### src/hw/rtl/chacha_pkg.sv
// ----------------------------------------------------------------------------
// ChaCha package
// Shared types, round count, state constants, register codes and the
// sequencer states of the ChaCha stream cipher.
// ----------------------------------------------------------------------------
package chacha_pkg;

    // Number of rounds; the round loop runs in pairs (column and diagonal).
    localparam int ROUND_COUNT   = 20;
    localparam int DOUBLE_ROUNDS = (ROUND_COUNT + 1) / 2;
    localparam int DR_W          = (DOUBLE_ROUNDS > 1) ? $clog2(DOUBLE_ROUNDS) : 1;

    typedef logic [31:0]       word_t;
    typedef logic [15:0][31:0] block_t;

    // Constant words: "expand 32-byte k" (sigma) and "expand 16-byte k" (tau).
    localparam word_t CONST_WORD0 = 32'h6170_7865;
    localparam word_t SIGMA_WORD1 = 32'h3320_646e;
    localparam word_t SIGMA_WORD2 = 32'h7962_2d32;
    localparam word_t TAU_WORD1   = 32'h3120_646e;
    localparam word_t TAU_WORD2   = 32'h7962_2d36;
    localparam word_t CONST_WORD3 = 32'h6b20_6574;

    // Configuration register indexes.
    typedef logic [2:0] cfg_index_t;
    localparam cfg_index_t CFG_KEY_PART_0 = 3'd0;
    localparam cfg_index_t CFG_KEY_PART_1 = 3'd1;
    localparam cfg_index_t CFG_KEY_PART_2 = 3'd2;
    localparam cfg_index_t CFG_KEY_PART_3 = 3'd3;
    localparam cfg_index_t CFG_KEY_IS_256 = 3'd4;
    localparam cfg_index_t CFG_NONCE      = 3'd5;

    // Top-level item sequencer.
    typedef enum logic [1:0] {
        ST_IDLE,
        ST_GEN,
        ST_EMIT
    } top_state_t;

    // Block generator sequencer.
    typedef enum logic [1:0] {
        CORE_IDLE,
        CORE_ROUND,
        CORE_ADD
    } core_state_t;

endpackage

### src/hw/rtl/chacha_round_unit.sv
// ----------------------------------------------------------------------------
// ChaCha round unit
// One add-xor-rotate step of four parallel quarter rounds, on column or
// diagonal lanes of the 16-word state.
// ----------------------------------------------------------------------------
module chacha_round_unit (
    input  chacha_pkg::block_t words_in,
    input  logic               diag,
    input  logic [1:0]         step,
    output chacha_pkg::block_t words_out
);
    import chacha_pkg::*;

    logic [1:0] lane;
    logic [3:0] x_idx;
    logic [3:0] y_idx;
    logic [3:0] z_idx;
    word_t      sum;
    word_t      mix;
    word_t      rot;

    // Word index of a lane in a given row; diagonal rounds shift the column by the row.
    function automatic logic [3:0] lane_index(input logic [1:0] ln, input logic dg,
                                              input logic [1:0] row);
        logic [1:0] col;
        col = ln + (dg ? row : 2'd0);
        return {row, col};
    endfunction

    // Even steps add b into a and rotate d; odd steps add d into c and rotate b.
    always_comb
    begin
        words_out = words_in;
        lane  = 2'd0;
        x_idx = 4'd0;
        y_idx = 4'd0;
        z_idx = 4'd0;
        sum   = '0;
        mix   = '0;
        rot   = '0;
        for (int i = 0; i < 4; i++)
        begin
            lane  = 2'(i);
            x_idx = lane_index(lane, diag, step[0] ? 2'd2 : 2'd0);
            y_idx = lane_index(lane, diag, step[0] ? 2'd3 : 2'd1);
            z_idx = lane_index(lane, diag, step[0] ? 2'd1 : 2'd3);
            sum   = words_in[x_idx] + words_in[y_idx];
            mix   = words_in[z_idx] ^ sum;
            case (step)
                2'd0:    rot = {mix[15:0], mix[31:16]};
                2'd1:    rot = {mix[19:0], mix[31:20]};
                2'd2:    rot = {mix[23:0], mix[31:24]};
                default: rot = {mix[24:0], mix[31:25]};
            endcase
            words_out[x_idx] = sum;
            words_out[z_idx] = rot;
        end
    end

endmodule

### src/hw/rtl/chacha_core.sv
// ----------------------------------------------------------------------------
// ChaCha block generator
// Runs the rounds on the loaded state through the shared round unit, one
// step per cycle, then adds the input words to leave the keystream block.
// ----------------------------------------------------------------------------
module chacha_core (
    input  logic               clk,
    input  logic               rst_n,
    input  logic               start,
    input  chacha_pkg::block_t init_words,
    output logic               done,
    output chacha_pkg::block_t words
);
    import chacha_pkg::*;

    core_state_t     state_reg;
    core_state_t     state_next;
    logic [2:0]      step_reg;
    logic [2:0]      step_next;
    logic [DR_W-1:0] round_reg;
    logic [DR_W-1:0] round_next;
    block_t          words_reg;
    block_t          words_next;
    block_t          unit_out;

    // Step bit 2 selects diagonal lanes, bits 1:0 the quarter-round step.
    chacha_round_unit u_round (
        .words_in  (words_reg),
        .diag      (step_reg[2]),
        .step      (step_reg[1:0]),
        .words_out (unit_out)
    );

    // Sequencer state and counters.
    always_ff @(posedge clk or negedge rst_n)
    begin
        if (!rst_n)
        begin
            state_reg <= CORE_IDLE;
            step_reg  <= 3'd0;
            round_reg <= '0;
        end
        else
        begin
            state_reg <= state_next;
            step_reg  <= step_next;
            round_reg <= round_next;
        end
    end

    // Working state; after the final add it holds the keystream block.
    always_ff @(posedge clk)
    begin
        words_reg <= words_next;
    end

    // Next state: load, eight steps per double round, then the final add.
    always_comb
    begin
        state_next = state_reg;
        step_next  = step_reg;
        round_next = round_reg;
        words_next = words_reg;
        done       = 1'b0;
        unique case (state_reg)
            CORE_IDLE:
            begin
                if (start)
                begin
                    words_next = init_words;
                    step_next  = 3'd0;
                    round_next = '0;
                    state_next = CORE_ROUND;
                end
            end
            CORE_ROUND:
            begin
                words_next = unit_out;
                step_next  = step_reg + 3'd1;
                if (step_reg == 3'd7)
                begin
                    round_next = round_reg + 1'b1;
                    if (round_reg == DR_W'(DOUBLE_ROUNDS - 1))
                    begin
                        state_next = CORE_ADD;
                    end
                end
            end
            CORE_ADD:
            begin
                for (int i = 0; i < 16; i++)
                begin
                    words_next[i] = words_reg[i] + init_words[i];
                end
                done       = 1'b1;
                state_next = CORE_IDLE;
            end
            default:
            begin
                state_next = CORE_IDLE;
            end
        endcase
    end

    assign words = words_reg;

endmodule

### config.mk
export PLATFORM = sky130hd
export DESIGN_NAME = chacha_core
export DESIGN_NICKNAME = d
export VERILOG_FILES = /design/src/hw/rtl/chacha_pkg.sv /design/src/hw/rtl/chacha_round_unit.sv /design/src/hw/rtl/chacha_core.sv
export SDC_FILE = /design/constraint.sdc
export NUM_CORES = 2
export LEC_CHECK = 0
export BUFFER_PORTS_ARGS = -buffer_cell sky130_fd_sc_hd__buf_2
export CORE_ASPECT_RATIO = 1.2
export CORE_MARGIN = 5
export CORE_UTILIZATION = 26
export CTS_CLUSTER_DIAMETER = 50
export CTS_CLUSTER_SIZE = 25
export DETAILED_ROUTE_END_ITERATION = 10
export PLACE_DENSITY = 0.4
export SLEW_MARGIN = 25
export SYNTH_ARGS = -nofsm -noshare
export SYNTH_HDL_FRONTEND = slang
export SYNTH_HIERARCHICAL = 1
export SYNTH_SLANG_ARGS = --single-unit
export TNS_END_PERCENT = 5
### constraint.sdc
create_clock -name clk -period 73.7 [get_ports clk]
set_input_delay 3.685 -clock clk [delete_from_list [all_inputs] [get_ports clk]]
set_output_delay 3.685 -clock clk [all_outputs]
set_load 0.01 [all_outputs]
### Word-level counts from Yosys, hierarchy flattened

Index checks and enable logic that the tools add are counted.

| storage, ports and cells | value |
|---|---|
| flip-flop bits (word level) | 521 |
| bits in latches | 0 |
| memory bits (writable) | 0 |
| memory bits (read-only) | 0 |
| bits of input ports | 515 |
| output and inout bits | 513 |
| memories | 0 |

| cells by class | value |
|---|---|
| $add $sub $neg | 31 |
| multipliers | 0 |
| div/mod/pow operators | 0 |
| magnitude comparators | 20 |
| equality and inequality tests | 9 |
| shifts and indexed selects | 0 |
| muxes and demuxes | 70 |
| bitwise operators | 4 |
| reductions and logical operators | 16 |

Operator list:

| cell | number |
|---|---|
| $bwmux W512 | 8 |
| $bmux W32 S4 | 12 |
| $pmux W512 S3 | 1 |
| $demux W32 S4 | 8 |
| $add A32 B32 Y32 | 20 |
| $mux W32 | 20 |
| $mux W512 | 1 |
| $pmux W32 S3 | 4 |
| $xor A32 B32 Y32 | 4 |
| $lt A4 B5 Y1 const B | 12 |
| $ge A4 B1 Y1 const B | 8 |
| $mux W2 | 9 |
| $add A2 B2 Y2 const A | 6 |
| $logic_and A1 B1 Y1 | 8 |
| $mux W4 | 2 |
| $pmux W4 S2 | 1 |
| $add A1 B2 Y2 const A | 3 |
| $ne A2 B2 Y1 const B | 3 |
| $pmux W3 S2 | 1 |
| $reduce_and A3 Y1 | 2 |
| $add A4 B1 Y4 const B | 1 |
| $eq A2 B1 Y1 const B | 2 |
| $eq A2 B2 Y1 const B | 2 |
| $eq A4 B4 Y1 const B | 1 |
| other kinds (9) | 11 |

### Depth between registers and ports, before layout

| depth | value |
|---|---|
| depth after elaboration | 15 |
| mapped depth | 26 |
| gate-level depth less buffers | 17 |

### By module

Netlist, hierarchy kept.

By module, submodules not included:

| module | instances | cells each | area an instance (µm²) | seq. area each (µm²) |
|---|---|---|---|---|
| chacha_core | 1 | 5342 | 47593.1 | 15600.0 |
| chacha_round_unit | 1 | 4278 | 29946.2 | 0.0 |

### Least setup slack after synthesis

No wires, ideal clock.

| timing path | value |
|---|---|
| kind | reg2reg |
| start point | register state_reg[0] |
| end point | register words_reg, in the netlist words[0], enable pin |
| arrival | 37.105 ns |
| data required time | 71.603 ns |
| setup slack | 34.498 ns |
| cell stages (with the launch flop) | 8 |
| cells stage by stage | dfrtp_1 inv_1 ha_1 clkbuf_1 inv_2 clkbuf_1 clkbuf_1 o21ai_0 |

| on the way | value |
|---|---|
| longest elaborated chain between the ends | 3 |

RTL lines:

| element | RTL line | text |
|---|---|---|
| start: declaration | chacha_core.sv:16 | `core_state_t state_reg;` |
| start signal: assignment | chacha_core.sv:45 | `state_reg <= state_next;` |
| $eq A2 B1 Y1, or another cell as far along | chacha_core.sv:65 | `unique case (state_reg)` |
| $reduce_bool A3 Y1 (no source line) or $ne A2 B2 Y1 (tied branches) | -- |  |
| $reduce_and A2 Y1 (no source line) * | -- |  |
| end signal: assignment | chacha_core.sv:54 | `words_reg <= words_next;` |
| end: declaration | chacha_core.sv:22 | `block_t words_reg;` |

Every way passes the cells marked *; elsewhere a longest branch is shown, timed or not.
A chain may end at the register's enable or synchronous reset.

==> flow_metrics.tcl <==
set metrics [dict create \
    outcome "completed" \
    place_ws_ps 64030 \
    fin_crit_ps 9951 \
    wirelength_um 579600 \
    slew_headroom_pct 7.995 \
    via_count 91050 \
    place_area_mm2 0.08783 \
    grt_max_degree 162 \
    initial_core_util_pct 26.13 \
    cp.arrival_ps 10550 \
    fmax_mhz 100.5 \
    viasPerCell 6.232 \
    max_cap_viol_count 0 \
    wire_per_inst_um 39.67 \
    place.port_buffers 1027 \
    yosys.cell_types.count 104 \
    num-fill-cells 31810 \
    synth-edff-count 512 \
    fin_crit_sh_pct 13.50 \
    area_growth_pct 19.43 \
    synth_area_leaders "edfxtp_1 (20%), ha_1 (10%), nor2_1 (7.2%), a21oi_1 (6.2%), mux4_2 (5.9%)" \
    rsz0062_at_grt "no" \
    cp-end-kind "register" \
    critical_path.max_fanout 119 \
    core-area_mm2 0.2968 \
    cts_resized 0 \
    cp-start-kind "register" \
    ys_seq_area_share_pct 20.12 \
    ys_ff_latch 521 \
    holdWs_ps 570.4 \
    finalHoldViolations 0 \
    slew_viol_final 0 \
    crit_path_cell_trace "buf_12 -> buf_4 -> buf_4 -> buf_4 -> mux2i_1 -> a21oi_1 -> ha_1 -> and2_1 -> a21boi_0 -> a32oi_1 -> nor4_1 -> nand4bb_1 -> xor2_1 -> o21ai_0 -> o221ai_1 -> a221oi_1 -> nor2_1" \
    worst-setup-path-type "reg -> reg" \
    cp_slowest_cell "buf_4" \
    largest_reg_flops 512 \
    setup-tns-final_ps 0 \
    synth_top_area_share_pct 19.83 \
    synth_most_common_cell "nor2_1" \
    overflow 0 \
    ys.warnings.count 6 \
    antenna_found_initial 105 \
    fin_ws_ps 63750 \
    multi_input_area_mm2 0.05913 \
    cts_tree "done" \
    grt_pass1_wl_um 759600 \
    crit_path_frequent_cell "buf_4" \
    final_cell_area_mm2 0.09260 \
    grt_pass1_vias 84600 \
    cts_setup_buffers 0 \
    antenna_left 0 \
    async_reset_ff_share_pct 1.727 \
    num-nets-final 11610 \
    setup_violations 0 \
    netlist_area_mm2 0.07754 \
    yosys.area.top_type "edfxtp_1" \
    dieWidth_um 508.5 \
    track_usage_pct 35.47 \
    crit_family "buffers and inverters" \
    hold_buffers 0 \
    slowest_delay_ps 880 \
    dp_hpwl_um 464700 \
    ys.flop_type "edfxtp_1" \
    die_area_mm2 0.3093 \
    tightestPinTransition_ps 1370 \
    cts_root_buf "clkbuf_16" \
    synth_fp_nets 10780 \
    first_iter_violations 12550 \
    rows 219 \
    clockBufferDepth 4 \
    critPathBufInv 4 \
    clkSlewWorstSetupHoldPaths_ps 50 \
    htree_num_levels 4 \
    pin_count 1028 \
    synth.avg_cell_area_um2 8.060 \
    synthCells 9620 \
    place_congestion 1.107 \
    post-route-drc-count 0 \
    dr.pass1.iters 8 \
    clock_sinks 521 \
    fp.dieH_um 608.2 \
    cts-buffers-inserted 142 \
    regArea_mm2 0.01561 \
    fin_skew_ps 86.44 \
    drive_above_1_share_pct 18.48 \
    hold_class "reg -> reg" \
    synth_commonest_cells "nor2_1 (1481), a21oi_1 (954), nand2_1 (789), ha_1 (627), o21ai_0 (519)" \
    clock_latency_ps 870 \
    cp.required_ps 74300 \
]
## logic make-up (layout without fill, tap and decap cells)
logic type | after synthesis | count (layout) | share of synthesized area (%)
flip-flops | 521 | 521 | 20.12
multiplexers | 513 | 513 | 10.03
other | 0 | 88 | 0
AO/OA/AOI/OAI | 3279 | 3279 | 28.52
AND/OR/NAND/NOR | 3126 | 3126 | 17.62
buffers and inverters | 844 | 1768 | 4.189
adder cells (fa/ha/maj) | 647 | 647 | 10.63
XOR/XNOR | 690 | 690 | 8.883
## path summary, 6_finish.rpt
| check | startpoint | end | slack [ps] | cells after the start |
|---|---|---|---|---|
| worst min-delay path | round_reg[1] | round_reg[1] | 570 | 1 |
| worst max-delay path | step_reg[2] | words[230] | 63750 | 17 |
| worst max register to register | step_reg[2] | words[230] | 63750 | 17 |
| max in group asynchronous | rst_n | step_reg[0] | 70770 | 1 |
| worst min register to register | round_reg[1] | round_reg[1] | 570 | 1 |
| min in group asynchronous | rst_n | step_reg[1] | 2710 | 1 |
## area by class of cell
class / instances / share of cell area [%]
diodes: 88 / 0.2378
clock buffers: 157 / 3.921
clock inverters: 88 / 0.9309
inverters: 224 / 0.9350
multi-input cells: 8255 / 63.85
flip-flops and latches: 521 / 16.86
well taps: 3978 / 5.375
repair buffers: 1299 / 7.889
## metrics by stage
step | util (%) | cells
3_5_place_dp | 29.60 | 14280
6_report | 31.21 | 14610
3_3_place_gp | 29.55 | 14280
5_1_grt | 31.15 | 14540
2_1_floorplan | - | 9620
4_1_cts | 31.11 | 14520
## per-layer routing
metal  global-route usage (%)  up-vias  part of all wire (%)
li1                         -    38250                     -
met2                    52.53     5883                    42
met4                    22.12       34                   7.4
met1                    46.50    45690                    41
met5                        0        -                 0.038
met3                    8.012     1190                   9.6
## cells in the final DEF (no fill, tap or decap), drive strengths merged, types with 160 or more instances in the layout
master | Yosys | layout
a21o | 319 | 319
a21oi | 959 | 959
a221oi | 316 | 316
buf | 116 | 1299
edfxtp | 512 | 512
ha | 627 | 627
inv | 222 | 228
mux2i | 235 | 235
mux4 | 204 | 204
nand2 | 789 | 789
nand3 | 160 | 160
nor2 | 1481 | 1481
o21ai | 559 | 559
xnor2 | 388 | 388
xor2 | 243 | 243
Power is left out: the tool's default activity adds up to more than one toggle a clock period on the data nets, which glitch-free logic cannot reach.
